### src/rtl/core/gn2_pkg.sv
// ----------------------------------------------------------------------------
// gn2_pkg
// Shared constants for the 2D gradient noise block: field widths, codes,
// register indexes, reset values and fade constants.
// ----------------------------------------------------------------------------
package gn2_pkg;

  // default geometry
  localparam int GRID_DIM_DEF      = 64;
  localparam int POS_FRAC_BITS_DEF = 16;

  // request field widths
  localparam int ROW_W  = 6;
  localparam int GRAD_W = 16;
  localparam int POS_W  = 22;
  localparam int TDATA_IN_W  = 2 * ROW_W + 2 * GRAD_W + 2 * POS_W;
  localparam int TDATA_OUT_W = 8;

  // operation codes (carried in tuser)
  localparam logic OP_WRITE = 1'b0;
  localparam logic OP_EVAL  = 1'b1;

  // configuration registers
  localparam int          CFG_IDX_W         = 8;
  localparam logic [7:0]  REG_AMPLITUDE     = 8'd0;
  localparam logic [7:0]  REG_HEIGHT_OFFSET = 8'd1;
  localparam logic [7:0]  AMPLITUDE_RST     = 8'd100;
  localparam logic [7:0]  HEIGHT_OFFSET_RST = 8'd100;

  // fade polynomial 6t^5 - 15t^4 + 10t^3 in Q16
  localparam logic [16:0] ONE_Q16  = 17'h10000;
  localparam logic [20:0] TEN_Q16  = 21'd655360;
  localparam int          FADE_C6  = 6;
  localparam int          FADE_C15 = 15;

endpackage

### src/rtl/core/gn2_front.sv
// ----------------------------------------------------------------------------
// gn2_front
// Accepts requests, decodes them (gradient write or evaluate), checks the
// grid bounds and holds them in a four-entry queue for the back end.
// ----------------------------------------------------------------------------
module gn2_front #(
  parameter int GRID_DIM      = gn2_pkg::GRID_DIM_DEF,
  parameter int POS_FRAC_BITS = gn2_pkg::POS_FRAC_BITS_DEF
) (
  input  logic                                  clk,
  input  logic                                  rst,
  input  logic                                  s_tvalid,
  output logic                                  s_tready,
  input  logic [gn2_pkg::TDATA_IN_W-1:0]        s_tdata,
  input  logic                                  s_tuser,
  output logic                                  q_valid,
  input  logic                                  q_pop,
  output logic                                  q_write,
  output logic [$clog2(GRID_DIM*GRID_DIM)-1:0]  q_waddr,
  output logic [2*gn2_pkg::GRAD_W-1:0]          q_grad,
  output logic [$clog2(GRID_DIM)-1:0]           q_ix,
  output logic [$clog2(GRID_DIM)-1:0]           q_iy,
  output logic [POS_FRAC_BITS-1:0]              q_fx,
  output logic [POS_FRAC_BITS-1:0]              q_fy,
  output logic                                  q_oor
);

  localparam int AW    = $clog2(GRID_DIM * GRID_DIM);
  localparam int IW    = $clog2(GRID_DIM);
  localparam int F     = POS_FRAC_BITS;
  localparam int GW    = 2 * gn2_pkg::GRAD_W;
  localparam int DEPTH = 4;
  localparam int PTR_W = 2;

  // request fields
  logic [gn2_pkg::ROW_W-1:0] grid_row, grid_col;
  logic [GW-1:0]             grad;
  logic [47:0]               pxe, pye;
  logic [31:0]               ix32, iy32;
  logic                      row_ok, oor, push;
  logic [AW-1:0]             waddr;

  assign grid_row = s_tdata[5:0];
  assign grid_col = s_tdata[11:6];
  assign grad     = s_tdata[43:12];
  assign pxe      = 48'(s_tdata[65:44]);
  assign pye      = 48'(s_tdata[87:66]);

  // classification
  always_comb begin
    row_ok = (32'(grid_row) < GRID_DIM) && (32'(grid_col) < GRID_DIM);
    waddr  = AW'(32'(grid_row) * GRID_DIM + 32'(grid_col));
    ix32   = 32'(pxe >> F);
    iy32   = 32'(pye >> F);
    oor    = (({1'b0, ix32} + 33'd1) >= 33'(GRID_DIM)) ||
             (({1'b0, iy32} + 33'd1) >= 33'(GRID_DIM));
  end

  // queue storage
  logic          e_write [DEPTH];
  logic [AW-1:0] e_waddr [DEPTH];
  logic [GW-1:0] e_grad  [DEPTH];
  logic [IW-1:0] e_ix    [DEPTH];
  logic [IW-1:0] e_iy    [DEPTH];
  logic [F-1:0]  e_fx    [DEPTH];
  logic [F-1:0]  e_fy    [DEPTH];
  logic          e_oor   [DEPTH];
  logic [PTR_W-1:0] wptr, rptr;
  logic [PTR_W:0]   count;
  logic             pop;

  assign s_tready = (count != 3'(DEPTH));
  // an out-of-grid write does nothing, so it is dropped here
  assign push = s_tvalid && s_tready && !((s_tuser == gn2_pkg::OP_WRITE) && !row_ok);
  assign q_valid = (count != '0);
  assign pop = q_pop && q_valid;

  always_ff @(posedge clk) begin
    if (push) begin
      e_write[wptr] <= (s_tuser == gn2_pkg::OP_WRITE);
      e_waddr[wptr] <= waddr;
      e_grad[wptr]  <= grad;
      e_ix[wptr]    <= oor ? '0 : ix32[IW-1:0];
      e_iy[wptr]    <= oor ? '0 : iy32[IW-1:0];
      e_fx[wptr]    <= pxe[F-1:0];
      e_fy[wptr]    <= pye[F-1:0];
      e_oor[wptr]   <= oor;
    end
  end

  // pointers
  always_ff @(posedge clk) begin
    if (rst) begin
      wptr  <= '0;
      rptr  <= '0;
      count <= '0;
    end else begin
      if (push) wptr <= wptr + 1'b1;
      if (pop)  rptr <= rptr + 1'b1;
      count <= count + (push ? 3'd1 : 3'd0) - (pop ? 3'd1 : 3'd0);
    end
  end

  assign q_write = e_write[rptr];
  assign q_waddr = e_waddr[rptr];
  assign q_grad  = e_grad[rptr];
  assign q_ix    = e_ix[rptr];
  assign q_iy    = e_iy[rptr];
  assign q_fx    = e_fx[rptr];
  assign q_fy    = e_fy[rptr];
  assign q_oor   = e_oor[rptr];

endmodule

### config.mk
export PLATFORM = sky130hd
export DESIGN_NAME = gn2_front
export DESIGN_NICKNAME = d
export VERILOG_FILES = /design/src/rtl/core/gn2_pkg.sv /design/src/rtl/core/gn2_front.sv
export SDC_FILE = /design/constraint.sdc
export NUM_CORES = 1
export LEC_CHECK = 0
export ABC_CLOCK_PERIOD_IN_PS = 3840
export BUFFER_PORTS_ARGS = -buffer_cell sky130_fd_sc_hd__buf_2
export CAP_MARGIN = 15
export CORE_AREA = 2 2 242 244
export DETAILED_ROUTE_END_ITERATION = 8
export DIE_AREA = 0 0 244 246
export GPL_TIMING_DRIVEN = 0
export PLACE_DENSITY = 0.36
export SETUP_SLACK_MARGIN = 0.1
export SYNTH_ARGS = -nofsm -noshare
export SYNTH_HDL_FRONTEND = slang
export SYNTH_SLANG_ARGS = --single-unit
### constraint.sdc
create_clock -name clk -period 3.84 [get_ports clk]
set_input_delay 0.192 -clock clk [delete_from_list [all_inputs] [get_ports clk]]
set_output_delay 0.192 -clock clk [all_outputs]
set_load 0.02 [all_outputs]
==> reports/summary.log <==
[yosys] Post-synth top flop edfxtp_1
[sta] post-layout min period 2.77 ns
[setup_path] crit-path max FO 10
[yosys] total standard cell area after synthesis 13700 sq um
[global_routing] Total Routing Usage GR 10.5%
[yosys] Net Count, Synth 639
[power] total power divided by cell area 666 nW/um^2
[sta] largest clock skew in the final design 0.00960 ns
[floorplan] effective utilization at floorplan 23.8%
[sta] Least-Margin Pin Slew 0.949 ns
[cells_and_area] multi-input gate area in the final layout 2410 sq um
[sta] final hold violation count 0
[power] Leakage Power 5.97 nW
[run] max-cap check violation count 0
[clocking] H-Tree Depth 2
[yosys] Area contributors post-synth edfxtp_1 79%, mux4_2 15%, buf_12 1.3%
[sta] period utilisation layout 72.3%
[floorplan] num rows 88
[detailed_routing] total DRC errors in the routed layout 0
[yosys] asr flop ratio synth 0%
[setup_path] category of the most critical setup path flop to primary output
[detailed_routing] Vias 6571
[yosys] most numerous cell in the Yosys netlist edfxtp_1
[detailed_routing] mean number of vias per cell 3.97
[sta] max-slew violation count 0
[clocking] clock latency at the later pin of the worst-skew pair 0.55 ns
[floorplan] die height 246 microns
[sta] unrepaired setup endpoints after global routing no
[floorplan] die width 244 microns
[setup_path] Setup crit start kind flop
[setup_path] R2R setup slack 1.40 ns
[cells_and_area] final layout net count 958
[placement] area of placed instances 15800 sq um
[global_routing] initial antenna violation count 1
[placement] half-perimeter wire length after detailed placement 18.6 mm
[global_routing] total overflow reported by the global router 0
[clocking] Sink Count 369
[setup_path] Worst R2R Path Depth 5
[cells_and_area] FF+latch area 11000 sq um
[detailed_routing] first drt pass iteration count 4
[yosys] library cell occupying the most area in the post-synthesis netlist edfxtp_1
[global_routing] pin count of the biggest net entering global routing 40
[cells_and_area] Layout Area Growth over Synthesis 30.9%
[clocking] Gates resized, CTS repair 0
[yosys] Synth top cells by count 360 x edfxtp_1, 90 x mux4_2, 17 x and2_1
[yosys] sequential cell area fraction in the yosys report 80.4%
[clocking] clock input transition at the sequential cells of the worst setup and hold paths 0.05 ns
[placement] RD Place Congestion 0.646
[setup_path] startpoint of the lowest-slack register-to-register path count[1]
[cells_and_area] Filler Cells Inserted 5603
[floorplan] area of the die 60000 sq um
[placement] # port buffers 183
[cells_and_area] Layout Cell Area excl Fill 17900 sq um
[yosys] number of enable flip-flop cells after synthesis 360
[clocking] clock root buffer master clkbuf_16
[min_path] Hold Path Class input pin to flop
[yosys] warnings from Yosys 0
[detailed_routing] routed wire length 31.3 mm
[setup_path] Critical Path Sink Type primary output
[detailed_routing] detailed-route wire length per cell 18.9 microns
[floorplan] Boundary Pins 185
[floorplan] core area 57400 sq um
[clocking] total clock buffers created by CTS 43
[detailed_routing] count of antenna-violating nets left after detailed routing 0
[global_routing] global-route wire length before repair 46.7 mm
[yosys] syn_area_per_cell 25.3 sq um
[run_status] status finished clean
[min_path] start point of the worst min-delay path s_tdata[82]
[detailed_routing] iteration-0 DRC count of the detailed router 284
[sta] worst hold margin 0.0603 ns
[sta] worst rel slew slack 36.7%
[clocking] largest buffer count on any clock path 3
[yosys] cell count after synthesis 539
[setup_path] worst reg2reg path endpoint e_fy[2][4]
[min_path] Cells on Worst Hold Path 2
[min_path] endpoint with the worst hold slack e_iy[2][0]
[cells_and_area] fraction of final layout cells sized beyond drive strength 1 40.5%
[sta] FMAX 0.360 GHz
[yosys] number of register bits inferred by synthesis 369
[setup_path] Worst Path Required 3.65 ns
[sta] endpoints failing setup 0
[global_routing] vias in the first global route 7164
[yosys] distinct cell type count after synthesis 27
[yosys] share of Yosys cell area claimed by the top area cell type 79.1%
[clocking] post-CTS setup buffers 0
[power] VDD IR-drop max 0.288 mV
[setup_path] Arr. time, crit path 2.58 ns
[clocking] clock tree from TritonCTS yes
-- through the flow --
step	total power [mW]	setup TNS (ns)	worst slack, ns	cells	utilization [%]
4_1_cts	12.2	0	0.817	1654	31.2
6_report	11.9	0	1.07	1655	31.2
5_1_grt	12.5	0	0.785	1654	31.2
2_1_floorplan	7.13	0	0.487	539	-
3_3_place_gp	8.24	-752.43	-2.12	1487	27.1
3_5_place_dp	8.23	0	1.30	1495	27.5
-- state kept, by name, summed over array words and instances (netlist names), named ones only --
register  cells
e_grad      128
e_fx         64
e_iy         24
e_ix         24
e_fy         64
e_oor         4
count         3
rptr          2
e_write       4
e_waddr      48
wptr          2
-- layer usage --
layer | up-vias | GRT usage [%] | part of all wire [%]
met4 | 2 | 3.41 | 2.3
met5 | - | 0 | 0.042
met3 | 53 | 3.33 | 6.3
li1 | 2933 | - | -
met2 | 163 | 16.4 | 47
met1 | 3420 | 14.0 | 44
-- what timing repair did --
item / 4_1_cts / 5_1_grt
hold endpoints to repair: 330 / 0
endpoints found under the setup margin: 0 / 0
hold buffers: 83 / 0
-- cell usage in the layout, fill, tap and decap left out, types with 2 or more instances in the layout --
master	instances
and2_1	13
and2_4	4
buf_12	11
buf_16	6
buf_2	192
bufinv_16	2
clkbuf_1	17
clkbuf_16	45
clkinv_1	7
clkinv_2	7
dfxtp_1	9
dlygate4sd3_1	83
edfxtp_1	360
ha_1	6
inv_1	7
mux4_2	90
nand2_1	3
nand2b_1	2
nand4_1	2
nor2_1	8
xor2_1	2
-- final cells by class --
type                    count  share of cell area [%]
multi-input cells         141                    13.5
diodes                      1                  0.0140
plain buffers              22                    1.39
repair buffers            274                    10.9
flip-flops and latches    369                    61.4
inverters                   7                   0.147
clock buffers              60                    6.61
well taps                 765                    5.35
clock inverters            16                   0.679
-- critical path: stages, from the launching register on --
cell and delay (ns):
dfxtp_1 0.30, buf_1 0.70, buf_2 0.47, mux4_2 0.35, buf_2 0.21
-- worst max-delay path by stage --
stage,cells past startpoint,slack [ns],to
after floorplan,3,0.49,e_fx[0][0]
after global placement,3,-2.12,e_fy[1][5]
after detailed placement,5,1.30,e_fy[2][3]
after CTS,4,0.82,q_fx[15]
after global routing,4,0.79,q_fx[15]
final,4,1.07,q_fx[15]
-- where the power goes --
| part | internal [mW] | switching [mW] | total [mW] |
|---|---|---|---|
| Clock | 2.27 | 1.57 | 3.83 |
| Combinational | 1.34 | 1.74 | 3.08 |
| Sequential | 4.90 | 0.101 | 5.00 |
| Total | 8.50 | 3.41 | 11.9 |
-- logic make-up after synthesis --
kind of cell | synth area share (%)
adder cells (fa/ha/maj) | 0.696
buffers and inverters | 2.01
flip-flops | 80.4
AO/OA/AOI/OAI | 0.275
XOR/XNOR | 0.192
multiplexers | 15.0
AND/OR/NAND/NOR | 1.39
Note: power is estimated with default switching activity, not from simulation.
